===== src/rtl/fvn_pkg.sv =====
package fvn_pkg;

    // Opcodes of an input item
    localparam logic OP_LOAD  = 1'b0;
    localparam logic OP_QUERY = 1'b1;

    // Configuration port
    localparam int CFG_IDX_W  = 3;
    localparam int CFG_DATA_W = 32;

    localparam logic [CFG_IDX_W-1:0] CFG_INV_STEP     = 3'd0;
    localparam logic [CFG_IDX_W-1:0] CFG_PERSISTENCE  = 3'd1;
    localparam logic [CFG_IDX_W-1:0] CFG_OCTAVE_COUNT = 3'd2;
    localparam logic [CFG_IDX_W-1:0] CFG_ROW_STRIDE   = 3'd3;
    localparam logic [CFG_IDX_W-1:0] CFG_NORM_GAIN    = 3'd4;

    // Scaled coordinate (coord * inv_step) >> 16, Q.16
    localparam int SCALE_W = 48;

    // pi in Q2.30
    localparam logic [63:0] PI_Q30 = 64'd3373259426;

    // Item handed from the front to the back
    typedef struct packed {
        logic                opcode;
        logic [11:0]         table_index;
        logic [15:0]         table_value;
        logic [SCALE_W-1:0]  sx;
        logic [SCALE_W-1:0]  sy;
    } t_item;

    // (1 - cos(pi*m/2^bits)) / 2 in Q1.16; evaluated at elaboration only
    function automatic logic [16:0] f_half_versine(input int unsigned m,
                                                   input int unsigned bits);
        logic [63:0] coef [6];
        logic [63:0] theta;
        logic [63:0] t2;
        logic [63:0] h;
        coef[0] = 64'd536870912;
        coef[1] = 64'd44739243;
        coef[2] = 64'd1491308;
        coef[3] = 64'd26631;
        coef[4] = 64'd296;
        coef[5] = 64'd2;
        theta = (PI_Q30 * 64'(m)) >> bits;
        t2    = (theta * theta) >> 30;
        h     = coef[5];
        for (int n = 4; n >= 0; n--) begin
            h = coef[n] - ((t2 * h) >> 30);
        end
        h = (t2 * h) >> 30;
        h = h >> 1;
        return 17'((h + 64'd8192) >> 14);
    endfunction

endpackage


===== src/rtl/fvn_queue.sv =====
module fvn_queue (
    input  logic            i_clk,
    input  logic            i_rst_n,
    input  logic            i_push_valid,
    output logic            o_push_ready,
    input  fvn_pkg::t_item  i_push_item,
    output logic            o_pop_valid,
    input  logic            i_pop_ready,
    output fvn_pkg::t_item  o_pop_item
);
    import fvn_pkg::*;

    t_item       r_slot [2];
    logic        r_wr;
    logic        r_rd;
    logic [1:0]  r_cnt;
    logic        push;
    logic        pop;

    assign o_push_ready = (r_cnt != 2'd2);
    assign o_pop_valid  = (r_cnt != 2'd0);
    assign o_pop_item   = r_slot[r_rd];
    assign push         = i_push_valid && o_push_ready;
    assign pop          = o_pop_valid && i_pop_ready;

    // Advance pointers and fill count
    always_ff @(posedge i_clk) begin
        if (!i_rst_n) begin
            r_wr  <= 1'b0;
            r_rd  <= 1'b0;
            r_cnt <= 2'd0;
        end else begin
            if (push) begin
                r_wr <= !r_wr;
            end
            if (pop) begin
                r_rd <= !r_rd;
            end
            if (push && !pop) begin
                r_cnt <= r_cnt + 2'd1;
            end else if (pop && !push) begin
                r_cnt <= r_cnt - 2'd1;
            end
        end
    end

    always_ff @(posedge i_clk) begin
        if (push) begin
            r_slot[r_wr] <= i_push_item;
        end
    end

endmodule


===== config.mk =====
export PLATFORM = sky130hd
export DESIGN_NAME = fvn_queue
export DESIGN_NICKNAME = d
export VERILOG_FILES = /design/src/rtl/fvn_pkg.sv /design/src/rtl/fvn_queue.sv
export SDC_FILE = /design/constraint.sdc
export NUM_CORES = 1
export LEC_CHECK = 0
export ABC_AREA = 1
export BUFFER_PORTS_ARGS = -buffer_cell sky130_fd_sc_hd__buf_2
export CORE_MARGIN = 5
export CORE_UTILIZATION = 47
export DETAILED_ROUTE_END_ITERATION = 16
export PLACE_DENSITY_LB_ADDON = 0.08
export SETUP_SLACK_MARGIN = 0.2
export SLEW_MARGIN = 20
export SYNTH_ARGS = -nofsm -noshare
export SYNTH_HDL_FRONTEND = slang
export SYNTH_SLANG_ARGS = --single-unit

===== constraint.sdc =====
create_clock -name i_clk -period 6.18 [get_ports i_clk]
set_input_delay 0.309 -clock i_clk [delete_from_list [all_inputs] [get_ports i_clk]]
set_output_delay 0.309 -clock i_clk [all_outputs]
set_load 0.05 [all_outputs]

Word level (Yosys, flattened, before mapping)
Memories as Yosys holds them, arrays and structs flattened. A register that Yosys moved wholly into a read port is not among the register bits.
Cells that the tools add are included.
{"block": "totals", "regBits": 4, "ram_bits": 250, "input_bits": 129, "out_inout_bits": 127, "word_cells": 23, "n_memories": 1}
{"memory": "r_slot", "words": 2, "width": 125, "read_ports": 1, "rd_clocked_by_memory_dff": 1, "write_ports": 1, "line": "fvn_queue.sv:13", "text": "t_item r_slot [2];"}
{"block": "classes", "add_sub_neg": 2, "n_eq_ne": 1, "mux": 6, "n_reduce_logical": 10}
{"operator": "$logic_and 1x1->1", "count": 4}
{"operator": "$logic_not 1->1", "count": 4}
{"operator": "$mux 1", "count": 4}
{"operator": "$mux 2", "count": 2}
{"operator": "$reduce_bool 2->1", "count": 2}
{"operator": "$add 2x1->2 const B", "count": 1}
{"operator": "$ne 2x2->1 const B", "count": 1}
{"operator": "$sub 2x1->2 const B", "count": 1}

Depth between registers and ports, before layout
Gate-level depths: netlist (run 1).
{"block": "depth", "word_depth": 6, "ltp_mapped": 11, "depth_no_buf": 11}

Least setup slack after synthesis (run 1)
OpenSTA, ideal clock, no wires.
{"block": "synth_timing", "kind": "flip-flop to flip-flop", "from": "register r_cnt[0]", "to": "memory r_slot[0][0] (netlist bit), enable pin", "setup_ps": 611, "arrival_ps": 6167, "required_ps": 5569, "slack_ps": -598, "path_stages_with_launch": 5, "n_path_buf": 0, "period_less_slack_ps": 6778, "path_cell_list": "dfxtp_1 inv_1 nand2_1 nand2_1 nor2_1"}
{"block": "synth_via", "elab_chain_cells": 4}
{"element": "from (decl)", "line": "fvn_queue.sv:16", "text": "logic [1:0] r_cnt;"}
{"element": "from (signal assigned)", "line": "fvn_queue.sv:40", "text": "r_cnt <= r_cnt + 2'd1;"}
{"element": "from (signal assigned)", "line": "fvn_queue.sv:42", "text": "r_cnt <= r_cnt - 2'd1;"}
{"element": "$ne 2x2->1", "line": "fvn_queue.sv:20", "text": "assign o_push_ready = (r_cnt != 2'd2);"}
{"element": "via o_push_ready", "line": "fvn_queue.sv:5", "text": "output logic o_push_ready,"}
{"element": "$logic_and 1x1->1", "line": "fvn_queue.sv:23", "text": "assign push = i_push_valid && o_push_ready;"}
{"element": "$mux 1", "line": "fvn_queue.sv:48", "text": "if (push) begin"}
{"element": "$mux 1 (implied by the code)", "line": "fvn_queue.sv:49", "text": "r_slot[r_wr] <= i_push_item;"}
{"element": "to (decl)", "line": "fvn_queue.sv:13"}
The timed path passes the listed nets, and every way through them passes these cells.

==> reports/summary.log, run 1 <==
qor: clocking.number_of_h_tree_levels 1
qor: yosys.synthTopCellsByArea edfxtp_1 (79%), mux2_2 (8.9%), mux2_4 (7.9%), dfxtp_1 (1.1%), buf_6 (0.83%)
qor: drt.postRouteWirelength 19100 um
qor: floorplanning.dieArea 0.0231 mm2
qor: sta.max_slew.worst_pin.slew 1.02 ns
qor: sta.max_freq 292 MHz
qor: critical_path.critical_path.slowest_cell dfxtp_4
qor: global_routing.initial_antenna_violation_count 2
qor: pwr.total_power 5600 uW
qor: critical_path.worst-path-max-fanout 73
qor: drt.detailroute.via_count 5222
qor: critical_path.cell_by_cell_listing_of_the_critical_path buf_4 > mux2_2 > buf_2
qor: yosys.part_of_the_yosys_area_used_for_sequential_elements 80.4%
qor: layout.syn_to_final_growth 38.2%
qor: floorplanning.initial_utilization 48.1%
qor: clocking.cts_inserted_buffers 26
qor: critical_path.critical_path.startpoint_type flop
qor: yosys.synth_warnings 0
qor: critical_path.r2r_end r_slot[0][97]$_DFFE_PP_
qor: place.placement.io_buffers 255
qor: yosys.mappedNetlistArea 0.00946 mm2
qor: floorplanning.num_rows 51
qor: pwr.power_density 428 mW/mm2
qor: sta.fin_crit 3.42 ns
qor: sta.hold_slack 0.0628 ns
qor: clocking.cts.sink_count 255
qor: drt.drt.antenna.violating_nets 0
qor: sta.finalSetupViolations 0
qor: pwr.max-vdd-ir-drop 0.297 mV
qor: clocking.cts_tree done
qor: outcome.status finished, final reports clean
qor: yosys.post_synth.cell_area_avg 22.2 um2
qor: critical_path.max_stage_delay 1.03 ns
qor: critical_path.critical-path-top-delay-family buffers and inverters
qor: layout.post_route_cells_drive_above_1_share 50.2%
qor: critical_path.rr_worst_depth 5
qor: place.detailed_place_hpwl 12200 um
qor: sta.maxSlewViolCount 0
qor: drt.detail_route.first_pass.iterations 4
qor: global_routing.overflow 0
qor: yosys.synth_most_common_cell edfxtp_1
qor: critical_path.crit_path_end_kind output port
qor: pwr.power.static_leakage 0.00505 uW
qor: drt.via_per_inst 4.70
qor: drt.drc 0
qor: clocking.insertion_delay 0.51 ns
qor: drt.drtIter0Drc 218
qor: sta.final-hold-violation-count 0
qor: yosys.synth_largest_area_cell edfxtp_1
qor: layout.nNetsFinal 955
qor: critical_path.worst-r2r-setup-slack 4.21 ns
qor: global_routing.first_global_vias 5733
qor: yosys.edff_count_synth 250
qor: sta.min_period_over_period 55.3%
qor: clocking.clock_edge_transition_at_the_registers_on_the_reported_setup_and_hold_paths 0.06 ns
qor: min_path.min-delay-path-class input port to flop
qor: critical_path.critPathCapture o_pop_item[1]
qor: sta.clock_skew 0.00689 ns
qor: floorplanning.floorplan.die.width 152 um
qor: floorplanning.floorplan.io_pins 256
qor: critical_path.critical_path_depth 3
qor: floorplanning.fp.coreArea 0.0197 mm2
qor: yosys.yosysUniqueCellTypes 15
qor: yosys.synth.top_cell.area_share 79.4%
qor: yosys.yosys-top-cells-count edfxtp_1 (250), mux2_2 (75), mux2_4 (50), nand2_1 (9)
qor: clocking.cts_root_buf clkbuf_16
qor: critical_path.timing.setup.critical_path_class flop to output port
qor: yosys.synth_fp_nets 556
qor: global_routing.first_pass_grt_wire_length 30200 um
qor: place.place_congestion 0.714
qor: job.drv.max_cap_violation_count 0
qor: sta.fin_setup_tns 0 ns
qor: yosys.synth_async_sr_flop_share 0%
qor: critical_path.r2r-start r_cnt[0]$_SDFFE_PN0P_
qor: drt.routedWlPerCell 17.2 um
qor: sta.rsz0062_at_grt false
qor: clocking.ctsLongestPathBuffers 3
qor: global_routing.track_usage 16.1%
qor: sta.worst_slew_margin_rel 32.2%
qor: yosys.synth_flop_cell edfxtp_1
qor: global_routing.grt_max_degree 74
qor: yosys.netlist_instances 426
qor: floorplanning.die_height 152 um
qor: critical_path.critical_path_buf_inv_count 2
qor: critical_path.critical_path_required 5.87 ns
qor: critical_path.timing.critical_path.arrival 3.11 ns
qor: yosys.synth_seq_cells 255
metal layers:
metal / vias up / wire length [um] / track usage (%)
met2: 190 / 9770 / 28.1
met5: - / 16 / 0
met1: 2523 / 7300 / 19.3
li1: 2474 / - / -
met4: 2 / 430 / 4.32
met3: 33 / 1560 / 5.40
worst register-to-register path: cells and delay by family, from the launching register on:
kind / cells / cell delay, ns
buffers and inverters: 2 / 0.78
AND/OR/NAND/NOR: 3 / 0.37
flip-flops: 1 / 0.35
worst min-delay path by stage:
stage,startpoint,endpoint,slack [ns],cells past startpoint
2_1_floorplan,i_push_item[0],r_slot[0][0]$_DFFE_PP_,0.41,0
3_3_place_gp,r_rd$_SDFFE_PN0P_,r_rd$_SDFFE_PN0P_,0.48,2
3_5_place_dp,r_rd$_SDFFE_PN0P_,flop,0.49,2
4_1_cts,i_rst_n,flop,0.04,3
5_1_grt,i_rst_n,r_cnt[1]$_SDFFE_PN0P_,0.06,3
6_report,i_rst_n,r_cnt[1]$_SDFFE_PN0P_,0.06,3
metrics by stage:
stage | cells | cell area (um2) | utilization (%) | worst slack (ns)
2_1_floorplan | 426 | 9460 | - | -0.598
3_3_place_gp | 937 | 11000 | 56.0 | 3.28
3_5_place_dp | 937 | 11000 | 56.0 | 3.24
4_1_cts | 1110 | 13100 | 66.5 | 2.67
5_1_grt | 1111 | 13100 | 66.5 | 2.59
6_report | 1111 | 13100 | 66.5 | 2.76
area by class of cell:
type                    count  area, um2
fillers                  1393       6580
repair buffers            385       2560
well taps                 265        332
multi-input cells         149       1720
diodes                      1       2.50
flip-flops and latches    255       7610
clock inverters             9       71.3
clock buffers              39        741
inverters                   8       30.0
where the power goes:
part	total [uW]	leakage, uW	internal [uW]	switching [uW]
sequential	2300	0.00237	2190	109
combinational	1840	0.00228	559	1280
clock	1460	0.000400	869	593
cell usage in the layout (no fill, tap or decap), drive strengths merged:
cell type / count
buf: 260
edfxtp: 250
dlygate4sd3: 125
mux2: 125
clkbuf: 39
nand2: 9
inv: 9
nor2: 8
clkinv: 7
dfxtp: 5
o21ai: 2
diode: 1
o21a: 1
a21oi: 1
nand3: 1
nand4: 1
ha: 1
bufinv: 1
flip-flops by register name, summed over array words and instances, names as in the netlist, named ones only:
register	cells
r_cnt	2
r_wr	1
r_slot	250
r_rd	1
kinds of logic after synthesis:
group | after synthesis | share of synthesized area, %
flip-flops | 255 | 80.4
multiplexers | 125 | 16.9
buffers and inverters | 22 | 1.52
AND/OR/NAND/NOR | 19 | 0.794
AO/OA/AOI/OAI | 4 | 0.238
adder cells (fa/ha/maj) | 1 | 0.132
timing repair:
action                                  CTS  global route
hold buffers                            125             0
buffers inserted                          0             0
hold endpoints to repair                249             0
endpoints found under the setup margin    0             0
gates resized for setup                   0             0
Power figures use the tool's default switching activity.
==> run 2: changes to the inputs <==
--- a/config.mk
+++ b/config.mk
@@ -8,7 +8,7 @@
 export ABC_AREA = 1
 export BUFFER_PORTS_ARGS = -buffer_cell sky130_fd_sc_hd__buf_2
 export CORE_MARGIN = 5
-export CORE_UTILIZATION = 47
+export CORE_UTILIZATION = 52
 export DETAILED_ROUTE_END_ITERATION = 16
 export PLACE_DENSITY_LB_ADDON = 0.08
 export SETUP_SLACK_MARGIN = 0.2
==> constraint.sdc (replaced) <==
create_clock -name i_clk -period 3.3 [get_ports i_clk]
set_input_delay 0.165 -clock i_clk [delete_from_list [all_inputs] [get_ports i_clk]]
set_output_delay 0.165 -clock i_clk [all_outputs]
set_load 0.05 [all_outputs]
==> run 2 against run 1 <==
  * Global-route usage increased by 1.7 points
  * Worst hold slack better by 0.014 ns
  * Combinational power is 92% higher
  * Clock power is 79% higher
==> reports/summary.log, run 2 (synthesis results as in run 1) <==
qor: sta.max_slew.worst_pin.slew 0.942 ns
qor: min_path.min-delay-path-class input port to flop
qor: clocking.cts_inserted_buffers 26
qor: floorplanning.fp.coreArea 0.0180 mm2
qor: floorplanning.initial_utilization 52.6%
qor: layout.final.fill_count 1167
qor: global_routing.grt_max_degree 72
qor: sta.worst_slew_margin_rel 37.2%
qor: layout.most_frequent_standard_cell_in_the_layout_excluding_fill_and_tap_cells buf_2
qor: sta.min_period_over_period 71.9%
qor: place.detailed_place_hpwl 12400 um
qor: drt.drtIter0Drc 285
qor: layout.syn_to_final_growth 38.0%
qor: pwr.power.static_leakage 0.00506 uW
qor: drt.detail_route.first_pass.iterations 4
qor: global_routing.track_usage 17.8%
qor: pwr.power_density 796 mW/mm2
qor: floorplanning.die_height 145 um
qor: critical_path.r2r-start r_cnt[0]$_SDFFE_PN0P_
qor: global_routing.first_pass_grt_wire_length 29100 um
qor: clocking.clock_edge_transition_at_the_registers_on_the_reported_setup_and_hold_paths 0.06 ns
qor: global_routing.overflow 0
qor: sta.clock_skew 0.00855 ns
qor: place.place_congestion 0.737
qor: sta.fin_setup_tns 0 ns
qor: drt.postRouteWirelength 19300 um
qor: clocking.insertion_delay 0.51 ns
qor: place.placement.io_buffers 255
qor: sta.rsz0062_at_grt false
qor: sta.max_freq 422 MHz
qor: clocking.cts.sink_count 255
qor: critical_path.timing.critical_path.arrival 2.21 ns
qor: sta.final-hold-violation-count 0
qor: clocking.postCtsSetupRepairBufs 0
qor: layout.post_route_cells_drive_above_1_share 49.9%
qor: floorplanning.floorplan.io_pins 256
qor: layout.final_cell_mix buf_2 (255), edfxtp_1 (250), dlygate4sd3_1 (126)
qor: clocking.ctsLongestPathBuffers 3
qor: critical_path.worst-path-max-fanout 30
qor: layout.antenna-diode-count 0
qor: job.drv.max_cap_violation_count 0
qor: drt.via_per_inst 4.86
qor: clocking.cts_tree done
qor: drt.detailroute.via_count 5236
qor: drt.drt.antenna.violating_nets 0
qor: floorplanning.floorplan.die.width 145 um
qor: critical_path.critical_path_required 3.13 ns
qor: sta.maxSlewViolCount 0
qor: clocking.number_of_h_tree_levels 1
qor: drt.routedWlPerCell 17.9 um
qor: critical_path.critical_path.startpoint_type flop
qor: sta.hold_slack 0.0767 ns
qor: drt.drc 0
qor: pwr.max-vdd-ir-drop 0.697 mV
qor: sta.fin_crit 2.37 ns
qor: outcome.status finished, final reports clean
qor: global_routing.initial_antenna_violation_count 1
qor: critical_path.timing.setup.critical_path_class flop to output port
qor: layout.largest_register_ffs 250
qor: layout.nNetsFinal 960
qor: critical_path.crit_path_end_kind output port
qor: min_path.worstHoldStart i_pop_ready
qor: floorplanning.dieArea 0.0210 mm2
qor: clocking.cts_root_buf clkbuf_16
qor: layout.top_register r_slot
qor: clocking.cts_resized 0
qor: sta.finalSetupViolations 0
qor: layout.biggestRegsByFlops r_slot: 250 flops, r_cnt: 2 flops
qor: floorplanning.num_rows 49
qor: global_routing.first_global_vias 5596
[run 2: cell count changes in the layout (fill, tap and decap cells not counted), sizes merged]
cell	before	now
buf	260	264
bufinv	1	0
clkbuf	39	34
clkinv	7	12
diode	1	0
dlygate4sd3	125	126
[run 2: timing repair]
| item | in CTS | in global routing |
|---|---|---|
| hold buffers | 126 | 0 |
| setup endpoints to repair | 0 | 0 |
| endpoints found under the hold margin | 255 | 0 |
[run 2: worst paths after layout]
path | endpoint | slack [ns] | depth (start not counted)
hold reg to reg | r_rd$_SDFFE_PN0P_ | 0.51 | 2
setup reg to reg | r_slot[0][16]$_DFFE_PP_ | 1.26 | 5
hold / removal | r_rd$_SDFFE_PN0P_ | 0.08 | 4
setup / recovery | o_pop_item[32] | 0.93 | 3
[run 2: worst max-delay path, cell delays in order (launching register included)]
cell and delay, ns:
dfxtp_4 0.60, buf_4 0.46, mux2_2 0.40, buf_2 0.22
[run 2: cell type report]
class	instances	area [um2]	share of cell area (%)
Tap cell	229	287	2.20
Clock buffer	34	702	5.38
Timing Repair Buffer	390	2630	20.2
Sequential cell	255	7610	58.3
Clock inverter	13	60.1	0.460
Inverter	8	30.0	0.230
Multi-Input combinational cell	149	1730	13.2
[run 2: stage by stage]
step | cells | utilization, % | power, uW | instance area, um2 | setup slack [ns]
after floorplan | 426 | - | 7030 | 9480 | 0.214
after global placement | 905 | 61.4 | 7700 | 11000 | 1.32
after detailed placement | 905 | 61.4 | 7760 | 11000 | 1.23
after CTS | 1078 | 72.6 | 10500 | 13000 | 0.869
after global routing | 1078 | 72.6 | 10800 | 13000 | 0.826
final | 1078 | 72.6 | 10400 | 13000 | 0.929
[run 2: where the power goes]
part	switching, uW	internal, uW	leakage (uW)
registers	147	4100	0.00237
clock network	1120	1490	0.000373
logic	2470	1070	0.00231
[run 2: metal layers]
| metal | GRT usage, % | routed length, um |
|---|---|---|
| met3 | 5.29 | 1590 |
| met1 | 21.7 | 7590 |
| met2 | 31.5 | 9800 |
| met4 | 3.83 | 351 |
| met5 | 0 | 7 |
